==> config.mk <==
export PLATFORM = sky130hd
export DESIGN_NAME = ncg_div
export DESIGN_NICKNAME = d
export VERILOG_FILES = /design/src/sv/ncg_pkg.sv /design/src/sv/ncg_div.sv
export SDC_FILE = /design/constraint.sdc
export NUM_CORES = 1
export LEC_CHECK = 0
export ABC_AREA = 0
export BUFFER_PORTS_ARGS = -buffer_cell sky130_fd_sc_hd__buf_2
export CELL_PAD_IN_SITES_DETAIL_PLACEMENT = 0
export CELL_PAD_IN_SITES_GLOBAL_PLACEMENT = 1
export CORE_MARGIN = 2
export CORE_UTILIZATION = 39
export DETAILED_ROUTE_END_ITERATION = 8
export HOLD_SLACK_MARGIN = 0.1
export PLACE_DENSITY_LB_ADDON = 0.1
export SETUP_SLACK_MARGIN = 0.5
export SLEW_MARGIN = 20
export SYNTH_ARGS = -nofsm -noshare
export SYNTH_HDL_FRONTEND = slang
export SYNTH_SLANG_ARGS = --single-unit
==> constraint.sdc <==
create_clock -name clk -period 2.5 [get_ports clk]
set_input_delay 0.25 -clock clk [delete_from_list [all_inputs] [get_ports clk]]
set_output_delay 0.25 -clock clk [all_outputs]
set_load 0.05 [all_outputs]
==> src/sv/ncg_pkg.sv <==
// Shared types and constants for the nearest code gradient colour block.
`timescale 1ns / 1ps

package ncg_pkg;

  localparam int CODE_W     = 32;
  localparam int CODE_DIGITS = 16;
  localparam int DEPTH_W    = 5;
  localparam int COLOR_W    = 8;
  localparam int PROD_W     = DEPTH_W + COLOR_W;
  localparam int MODE_W     = 2;
  localparam int CFG_IDX_W  = 3;
  localparam int CFG_DATA_W = 8;

  localparam logic [MODE_W-1:0] MODE_CLEAR = 2'd0;
  localparam logic [MODE_W-1:0] MODE_LOAD  = 2'd1;
  localparam logic [MODE_W-1:0] MODE_QUERY = 2'd2;

  localparam logic [CFG_IDX_W-1:0] REG_CODE_DEPTH  = 3'd0;
  localparam logic [CFG_IDX_W-1:0] REG_START_RED   = 3'd1;
  localparam logic [CFG_IDX_W-1:0] REG_START_GREEN = 3'd2;
  localparam logic [CFG_IDX_W-1:0] REG_START_BLUE  = 3'd3;
  localparam logic [CFG_IDX_W-1:0] REG_END_RED     = 3'd4;
  localparam logic [CFG_IDX_W-1:0] REG_END_GREEN   = 3'd5;
  localparam logic [CFG_IDX_W-1:0] REG_END_BLUE    = 3'd6;

  localparam logic [DEPTH_W-1:0] DEPTH_RESET = 5'd10;

  typedef enum logic [2:0] {
    ST_IDLE,
    ST_SCAN,
    ST_MUL,
    ST_DIV_GO,
    ST_DIV_WAIT
  } ncg_state_t;

endpackage

==> src/sv/ncg_div.sv <==
// Restoring divider, one quotient bit per cycle, shared by the colour channels.
`timescale 1ns / 1ps

module ncg_div (
  input  logic                        clk,
  input  logic                        rst,
  input  logic                        start,
  input  logic [ncg_pkg::PROD_W-1:0]  dividend,
  input  logic [ncg_pkg::DEPTH_W-1:0] divisor,
  output logic                        done,
  output logic [ncg_pkg::PROD_W-1:0]  quot
);

  localparam int CNT_W = $clog2(ncg_pkg::PROD_W + 1);

  logic                        busy;
  logic [CNT_W-1:0]            cnt;
  logic [ncg_pkg::DEPTH_W-1:0] rem;
  logic [ncg_pkg::DEPTH_W:0]   shifted;
  logic [ncg_pkg::DEPTH_W:0]   trial;
  logic                        ge;
  logic [ncg_pkg::DEPTH_W-1:0] rem_next;

  always_comb begin
    shifted  = {rem, quot[ncg_pkg::PROD_W-1]};
    trial    = shifted - {1'b0, divisor};
    ge       = shifted >= {1'b0, divisor};
    rem_next = ge ? trial[ncg_pkg::DEPTH_W-1:0] : shifted[ncg_pkg::DEPTH_W-1:0];
  end

  always_ff @(posedge clk) begin
    if (rst) begin
      busy <= 1'b0;
      done <= 1'b0;
      cnt  <= '0;
    end else begin
      done <= 1'b0;
      if (start) begin
        busy <= 1'b1;
        cnt  <= CNT_W'(ncg_pkg::PROD_W);
      end else if (busy) begin
        cnt <= cnt - CNT_W'(1);
        if (cnt == CNT_W'(1)) begin
          busy <= 1'b0;
          done <= 1'b1;
        end
      end
    end
  end

  always_ff @(posedge clk) begin
    if (start) begin
      rem  <= '0;
      quot <= dividend;
    end else if (busy) begin
      rem  <= rem_next;
      quot <= {quot[ncg_pkg::PROD_W-2:0], ge};
    end
  end

endmodule

==> out/metrics.csv, run 1 <==
metric,value,unit
Iter 0 DRT Violations,27,
ys flop type,edfxtp_1,
Initial Util,0.412,
die area,3700,um^2
FILL cells,309,
Antenna Violating Nets Remaining,0,
Synth async-reset ratio,0,
Yosys cell types,38,
outcome,"complete, no violations",
pin count of the biggest net entering global routing,22,
Post-Synthesis Cell Area,1260,um^2
post-route worst setup slack,0.440,ns
Vias/cell,5.07,
Mapped Cells,112,
DRT Pass-1 Iters,4,
R2R depth,8,
uppermost layer routed,met4,
Slew Limit Fails,0,
setup TNS,0,ns
row count,20,
first-pass GRT wire length,3.88,mm
"Hold Vio Cnt, Final",0,
"Seq/Total Area, Yosys",0.485,
WL final,2.52,mm
WL met1,1.22,mm
CP max-delay cell,edfxtp_1,
CP Capture Type,register,
WS Path Type,register to register,
CP max FO,3,
fin crit period,2.06,ns
fmax,0.485,GHz
worst vdd ir,317,uV
"Arr. time, crit path",2.29,ns
Max clock buf depth,2,
Layout area overhead,20.5,%
Worst Clk Skew,0.00596,ns
Ys Warns,0,
met3 wire length,99,um
HPWL after DPL,1.77,mm
Worst Path Required,2.73,ns
Final Net Count,177,
CTS Buf Count,3,
Pleak,0.651,nW
Worst Hold Path Cells,2,
gpl congestion,0.826,
syn nets,141,
PortBufs,34,
# DRC,0,
Root Buffer,clkbuf_4,
Post-synth EDFFs,13,
unrepaired setup endpoints after global routing,yes,
layout cell share with drive strength beyond 1,0.401,
Startpoint Class,register,
"flops & latches, synth",24,
vias,968,
clock sinks,24,
H-tree lvl count,1,
initial antenna violation count,0,
max-cap violations,0,
Final Setup Violations,0,
vias in the first global route,878,
crit-path cells,inv_1 > ha_2 > inv_2 > fa_2 > a211o_2 > o211a_1 > or4_1 > o311ai_1,
CTS tree,built,
worst slew pin tran,0.636,ns
HP Class,input pin to register,
GRT Residual Overflow,0,
DP Worst Slack,0.327,ns
pwr dens,624,nW/um^2
met2 WL,1.18,mm
io pins,35,
placed insts,185,
Worst path max stage delay,0.41,ns
clk slew on worst S/H paths,0.14,ns
Slew Limit Headroom,0.574,
Syn Area/Cell,11.2,um^2
diode count,0,
Tot GR Track Use,0.142,
routed len/inst,13.2,um
final cell count without fillers,191,
Core Region,3050,um^2
worst skew pair latency,0.31,ns
hold buffers post-CTS,0,
height of the die,60.8,um
"reg-to-reg slack, setup",0.44,ns
Die W,60.8,um
Tcrit/Tclk final,0.824,
through the flow:
| step | utilization | area (um^2) | hold WS (ns) | power, W |
|---|---|---|---|---|
| 2_1_floorplan | - | 1260 | 0.319 | 0.000702 |
| 3_3_place_gp | 0.480 | 1470 | 0.492 | 0.000764 |
| 6_report | 0.497 | 1520 | 0.153 | 0.000946 |
| 4_1_cts | 0.495 | 1510 | 0.137 | 0.000954 |
| 5_1_grt | 0.497 | 1520 | 0.139 | 0.000997 |
| 3_5_place_dp | 0.480 | 1470 | 0.492 | 0.000768 |
per-layer routing:
layer	GRT usage	vias to the layer above
met5	0	-
met4	0.0621	0
met3	0.0256	2
met2	0.221	26
met1	0.193	456
li1	-	484
worst paths after layout:
kind	start	endpoint
worst min-delay path	rst	cnt[0]
worst max register to register	quot[12]	rem[2]
worst min register to register	cnt[1]	cnt[1]
worst max-delay path	quot[12]	rem[2]
worst max-delay path: cells and delay by family (launching register included):
family / cells / cell delay [ns]
buf+inv: 2 / 0.11
compound gates: 3 / 0.52
flops: 1 / 0.41
fa+ha+maj: 2 / 0.53
simple gates: 1 / 0.41
logic make-up after synthesis:
group,Yosys count,share of synthesized area
compound gates,25,0.140
xor+xnor,5,0.0348
fa+ha+maj,8,0.0855
buf+inv,14,0.0427
flops,24,0.485
mux,12,0.107
simple gates,24,0.104
power breakdown:
part / switching [W] / total [W] / internal (W) / leakage [nW]
sequential: 0.0000279 / 0.000487 / 0.000459 / 0.221
clock: 0.000119 / 0.000177 / 0.0000584 / 0.0154
combinational: 0.000177 / 0.000282 / 0.000105 / 0.414
total: 0.000324 / 0.000946 / 0.000623 / 0.651
sequential cells by signal (all words and copies together) (netlist names):
| register | cells |
|---|---|
| busy | 1 |
| done | 1 |
| cnt | 4 |
| quot | 13 |
| rem | 5 |
synthesized netlist by cell type, types with 2 or more instances:
library cell | number | share of area
nor2_1 | 6 | 0.018
a21oi_1 | 8 | 0.032
mux2_2 | 12 | 0.11
dfxtp_1 | 11 | 0.17
nand3b_1 | 2 | 0.012
xnor2_1 | 4 | 0.028
edfxtp_1 | 13 | 0.31
ha_1 | 7 | 0.070
nand2b_1 | 2 | 0.0099
o21ai_0 | 2 | 0.0080
nand2_1 | 4 | 0.012
a311oi_1 | 2 | 0.014
clkbuf_1 | 4 | 0.012
nand3_1 | 2 | 0.0080
a211oi_1 | 2 | 0.012
a211o_2 | 2 | 0.016
inv_1 | 8 | 0.024
repair_timing:
action | 4_1_cts | 5_1_grt
gates resized for setup | 2 | 1
buffers inserted | 2 | 0
endpoints found under the setup margin | 5 | 6
pin swaps | 6 | 5
layout make-up:
class / count / area, um^2 / area share
flip-flops and latches: 24 / 611 / 0.403
multi-input cells: 74 / 606 / 0.399
repair buffers: 36 / 185 / 0.122
well taps: 44 / 55.1 / 0.0363
inverters: 9 / 33.8 / 0.0223
clock buffers: 3 / 22.5 / 0.0149
clock inverters: 1 / 3.75 / 0.00248
cells in the final DEF (no fill, tap or decap), types with 2 or more instances in the layout:
cell | netlist | routed
nand3b_1 | 2 | 2
inv_1 | 8 | 7
clkinv_1 | 1 | 2
a21oi_1 | 8 | 8
edfxtp_1 | 13 | 13
xnor2_1 | 4 | 4
nand3_1 | 2 | 2
nand2_1 | 4 | 4
nand2b_1 | 2 | 2
a211o_2 | 2 | 2
buf_4 | 0 | 2
dfxtp_1 | 11 | 11
mux2_2 | 12 | 12
buf_2 | 1 | 34
clkbuf_4 | 0 | 3
o21ai_0 | 2 | 2
ha_1 | 7 | 6
nor2_1 | 6 | 6
a211oi_1 | 2 | 2
Power figures use the tool's default switching activity.
==> run 2: changes to the inputs <==
==> constraint.sdc (replaced) <==
create_clock -name clk -period 2.1 [get_ports clk]
set_input_delay 0.21 -clock clk [delete_from_list [all_inputs] [get_ports clk]]
set_output_delay 0.21 -clock clk [all_outputs]
set_load 0.05 [all_outputs]
==> run 2 against run 1 <==
Net effect:
- critical path depth is the same
- fmax up 1.5%
- register-to-register slack lost 0.37 ns
- critical endpoint unchanged
- largest cell class is now multi-input combinational cells
- highest routed layer unchanged
==> out/metrics.csv, run 2 (synthesized netlist as in run 1, its figures left out) <==
metric,value,unit,change
outcome,"complete, no violations",,unchanged
CP Capture Type,register,,unchanged
final core occ,0.524,,was 0.497
Max clock buf depth,2,,unchanged
first-pass GRT wire length,3.88,mm,about the same
max-cap violations,0,,unchanged
HP Class,input pin to register,,unchanged
H-tree lvl count,1,,unchanged
clock sinks,24,,unchanged
routed len/inst,12.4,um,was 13.2 um
DRT Pass-1 Iters,4,,unchanged
Worst Clk Skew,0.00184,ns,was 0.00596 ns
PortBufs,34,,unchanged
clk slew on worst S/H paths,0.13,ns,was 0.14 ns
"commonest non-fill, non-tap cell in the layout",buf_2,,unchanged
row count,20,,unchanged
registers with the most flip-flops,"quot x13, rem x5, cnt x4",,unchanged
Tot GR Track Use,0.141,,was 0.142
Antenna Violating Nets Remaining,0,,unchanged
"Design Area, Final",1600,um^2,was 1520 um^2
Critical path origin,quot[12],,unchanged
Biggest register,quot,,unchanged
vias,970,,was 968
unrepaired setup endpoints after global routing,yes,,unchanged
vias in the first global route,883,,was 878
Iter 0 DRT Violations,29,,was 27
# DRC,0,,unchanged
number of flip-flops under the largest register name,13,,unchanged
worst vdd ir,372,uV,was 317 uV
fin crit period,2.03,ns,was 2.06 ns
Layout area overhead,27.0,%,was 20.5%
GRT Residual Overflow,0,,unchanged
WL final,2.45,mm,was 2.52 mm
fmax,0.493,GHz,was 0.485 GHz
worst slew pin tran,0.421,ns,was 0.636 ns
layout cell share with drive strength beyond 1,0.442,,was 0.401
Slew Limit Headroom,0.720,,was 0.574
diode count,0,,unchanged
"Arr. time, crit path",2.26,ns,was 2.29 ns
total power,0.00114,W,was 0.000946 W
post-route worst setup slack,0.0697,ns,was 0.440 ns
CTS Buf Count,3,,unchanged
WS Path Type,register to register,,unchanged
worst skew pair latency,0.31,ns,about the same
pwr dens,715,nW/um^2,was 624 nW/um^2
most frequent cells in the layout,"34 x buf_2, 13 x edfxtp_1, 12 x mux2_2",,unchanged
gpl congestion,0.840,,was 0.826
Slew Limit Fails,0,,unchanged
Initial Util,0.412,,unchanged
Die W,60.8,um,unchanged
Vias/cell,4.90,,was 5.07
Final Setup Violations,0,,unchanged
"Hold Vio Cnt, Final",0,,unchanged
Startpoint Class,register,,unchanged
die area,3700,um^2,unchanged
initial antenna violation count,0,,unchanged
Core Region,3050,um^2,unchanged
Post-DP Area,1500,um^2,was 1470 um^2
FILL cells,325,,was 309
Tcrit/Tclk final,0.967,,was 0.824
CP max FO,2,,was 3
io pins,35,,unchanged
footprint of the multi-input gates,633,um^2,was 606 um^2
Hold Crit Start,dividend[8],,was rst
height of the die,60.8,um,unchanged
Worst Path Required,2.33,ns,was 2.73 ns
Final Net Count,184,,was 177
DP Worst Slack,-0.0313,ns,was 0.327 ns
RR Startpoint,quot[12],,unchanged
CTS tree,built,,unchanged
HPWL after DPL,1.82,mm,was 1.77 mm
pin count of the biggest net entering global routing,22,,unchanged
Pleak,0.691,nW,was 0.651 nW
Sequential Area,611,um^2,unchanged
Root Buffer,clkbuf_4,,unchanged
-- run 2: worst paths after layout --
path,to,cells after the start,slack [ns]
max,rem[2],8,0.07
min,quot[8],2,0.19
max reg2reg,rem[2],8,0.07
min reg2reg,cnt[1],2,0.53
-- run 2: timing repair --
action | CTS | global route
endpoints found under the setup margin | 6 | 6
cloned | 0 | 0
hold endpoints to repair | 0 | 1
pin swaps | 8 | 5
resized for setup | 6 | 3
hold buffers | 0 | 1
buffers inserted | 2 | 1
-- run 2: layer usage --
layer | GRT usage | up-vias | routed length [um]
li1 | - | 499 | -
met1 | 0.182 | 440 | 1170
met2 | 0.217 | 29 | 1150
met3 | 0.0405 | 2 | 115
met4 | 0.0652 | 0 | 18
met5 | 0 | - | 0
-- run 2: cell type report --
type	instances	share of cell area
clock buffers	3	0.0141
clock inverters	1	0.00235
inverters	9	0.0211
multi-input cells	74	0.396
flip-flops and latches	24	0.382
well taps	44	0.0344
repair buffers	43	0.150
-- run 2: worst max-delay path, stage by stage (launching register included) --
cell      delay [ns]
edfxtp_1        0.41
inv_1           0.07
ha_2            0.18
inv_2           0.04
fa_2            0.33
a211o_2         0.31
o211a_1         0.12
or4_1           0.41
o311ai_2        0.08
-- run 2: stage by stage --
step	cells	setup TNS, ns	hold WS, ns
after floorplan	112	-0.432	0.279
after global placement	190	0	0.452
after detailed placement	190	-0.0313	0.459
after CTS	196	-0.0381	0.112
after global routing	198	-0.0239	0.174
final	198	0	0.192
-- run 2: report_power, final --
| group | switching [W] | internal, W | total, W |
|---|---|---|---|
| Clock | 0.000136 | 0.0000694 | 0.000205 |
| Sequential | 0.0000297 | 0.000547 | 0.000577 |
| Combinational | 0.000220 | 0.000142 | 0.000362 |
==> run 3: changes to the inputs <==
==> constraint.sdc (replaced) <==
create_clock -name clk -period 2.1 [get_ports clk]
set_input_delay 0.63 -clock clk [delete_from_list [all_inputs] [get_ports clk]]
set_output_delay 0.63 -clock clk [all_outputs]
set_load 0.05 [all_outputs]
==> run 3 against run 2 <==
Net effect:
- final area up 9.3%
- clock power up 64%
- critical path type unchanged
- critical endpoint unchanged
- setup slack worse by 0.021 ns
- power up 17%
- highest routed layer unchanged
- clock-buffer cell count unchanged
- critical path depth unchanged
- largest power group unchanged
==> out/metrics.csv, run 3 (synthesized netlist as in run 1, its figures left out) <==
metric,value,unit,change
outcome,"complete, no violations",,unchanged
Core Region,3050,um^2,unchanged
diode count,0,,unchanged
Iter 0 DRT Violations,23,,was 29
CTS tree,built,,unchanged
fin crit period,2.05,ns,was 2.03 ns
most frequent cells in the layout,"22 x buf_2, 22 x buf_4, 13 x edfxtp_1",,"was 34 x buf_2, 13 x edfxtp_1, 12 x mux2_2"
Worst path max stage delay,0.41,ns,about the same
FILL cells,291,,was 325
"Hold Vio Cnt, Final",0,,unchanged
# DRC,0,,unchanged
Worst Hold Path Cells,2,,unchanged
registers with the most flip-flops,"quot x13, rem x5, cnt x4",,unchanged
CTS Buf Count,3,,unchanged
unrepaired setup endpoints after global routing,yes,,unchanged
row count,20,,unchanged
Startpoint Class,register,,unchanged
Slew Limit Fails,0,,unchanged
pwr dens,767,nW/um^2,was 715 nW/um^2
height of the die,60.8,um,unchanged
Max clock buf depth,2,,unchanged
CP Capture Type,register,,unchanged
layout cell share with drive strength beyond 1,0.485,,was 0.442
Tot GR Track Use,0.150,,was 0.141
vias in the first global route,905,,was 883
CP max-delay cell,edfxtp_1,,unchanged
initial antenna violation count,0,,unchanged
placed insts,200,,was 190
worst vdd ir,369,uV,was 372 uV
worst skew pair latency,0.31,ns,about the same
RR Startpoint,quot[12],,unchanged
"reg-to-reg slack, setup",0.05,ns,was 0.07 ns
HPWL after DPL,1.97,mm,was 1.82 mm
Vias/cell,4.93,,was 4.90
Worst Path Required,2.33,ns,about the same
Tcrit/Tclk final,0.977,,was 0.967
hold endpoint,cnt[1],,was quot[8]
setup TNS,0,ns,unchanged
Initial Util,0.412,,unchanged
total power,0.00134,W,was 0.00114 W
die area,3700,um^2,unchanged
clock sinks,24,,unchanged
Biggest register,quot,,unchanged
PortBufs,34,,unchanged
gpl congestion,0.840,,about the same
pin count of the biggest net entering global routing,19,,was 22
R2R depth,8,,unchanged
Worst Clk Skew,0.00437,ns,was 0.00184 ns
io pins,35,,unchanged
max-cap violations,0,,unchanged
Hold Crit Start,cnt[1],,was dividend[8]
GRT Residual Overflow,0,,unchanged
H-tree lvl count,1,,unchanged
FF-to-FF End,rem[2],,unchanged
number of flip-flops under the largest register name,13,,unchanged
first-pass GRT wire length,4.12,mm,was 3.88 mm
WL final,2.69,mm,was 2.45 mm
Die W,60.8,um,unchanged
final cell count without fillers,207,,was 198
clk slew on worst S/H paths,0.14,ns,was 0.13 ns
worst hold slack,0.527,ns,was 0.192 ns
fmax,0.488,GHz,was 0.493 GHz
routed len/inst,13.0,um,was 12.4 um
Final Setup Violations,0,,unchanged
Antenna Violating Nets Remaining,0,,unchanged
HP Class,register to register,,was input pin to register
crit-path cells,inv_1 > ha_2 > inv_2 > fa_2 > a211o_2 > o211a_1 > or4_1 > o311ai_1,,was inv_1 > ha_2 > inv_2 > fa_2 > a211o_2 > o211a_1 > or4_1 > o311ai_2
WS Path Type,register to register,,unchanged
DRT Pass-1 Iters,4,,unchanged
vias,1021,,was 970
Final Net Count,193,,was 184
worst slew pin tran,0.397,ns,was 0.421 ns
Slew Limit Headroom,0.736,,was 0.720
hold buffers post-CTS,0,,unchanged
CP max FO,3,,was 2
Root Buffer,clkbuf_4,,unchanged
"Arr. time, crit path",2.28,ns,was 2.26 ns
Layout area overhead,38.9,%,was 27.0%
Pleak,0.771,nW,was 0.691 nW
run 3: cell count changes in the layout (fill, tap and decap cells not counted), sizes merged:
cell	previous run	this run
buf	42	52
bufinv	0	1
clkinv	2	1
dlygate4sd3	1	0
run 3: worst max-delay path by stage:
stage | endpoint | depth (start not counted) | start
finish | rem[2] | 8 | quot[12]
global route | rem[2] | 8 | quot[12]
CTS | rem[2] | 8 | quot[12]
detailed placement | rem[2] | 8 | divisor[0]
global placement | rem[2] | 8 | divisor[0]
floorplan | rem[2] | 8 | quot[12]
run 3: report_power, final:
group	total [W]	internal, W	leakage [nW]	switching (W)
clock network	0.000337	0.000193	0.0279	0.000144
logic	0.000422	0.000193	0.521	0.000229
registers	0.000582	0.000547	0.221	0.0000341
total	0.00134	0.000933	0.771	0.000407
run 3: what timing repair did:
item,4_1_cts,5_1_grt
gates resized for setup,10,25
endpoints found under the setup margin,10,17
buffers inserted,2,1
pin swaps,4,0
run 3: critical path, delay by kind of cell (launching register included):
kind / cells / cell delay, ns
adders and majority gates: 2 / 0.51
AOI/OAI and AO/OA: 3 / 0.52
DFF: 1 / 0.41
buffers and inverters: 2 / 0.11
and+or+nand+nor: 1 / 0.41
run 3: routing by layer:
layer,global-route usage,wire [um]
met2,0.237,1320
met3,0.0256,98
met5,0,0
met4,0.0559,18
met1,0.207,1250
run 3: stage by stage:
step                      setup WS [ns]  instance area [um^2]   util
final                            0.0491                  1750  0.573
after global routing            -0.0559                  1750  0.573
after CTS                        0.0495                  1680  0.550
after detailed placement         -0.313                  1580  0.518
after global placement           -0.244                  1580  0.518
after floorplan                  -0.250                  1270      -
run 3: area by class of cell:
class	instances	area, um^2	share of cell area
clock inverters	1	30.0	0.0172
flip-flops and latches	24	611	0.349
multi-input cells	74	627	0.359
well taps	44	55.1	0.0315
inverters	9	33.8	0.0193
clock buffers	3	22.5	0.0129
repair buffers	52	369	0.211
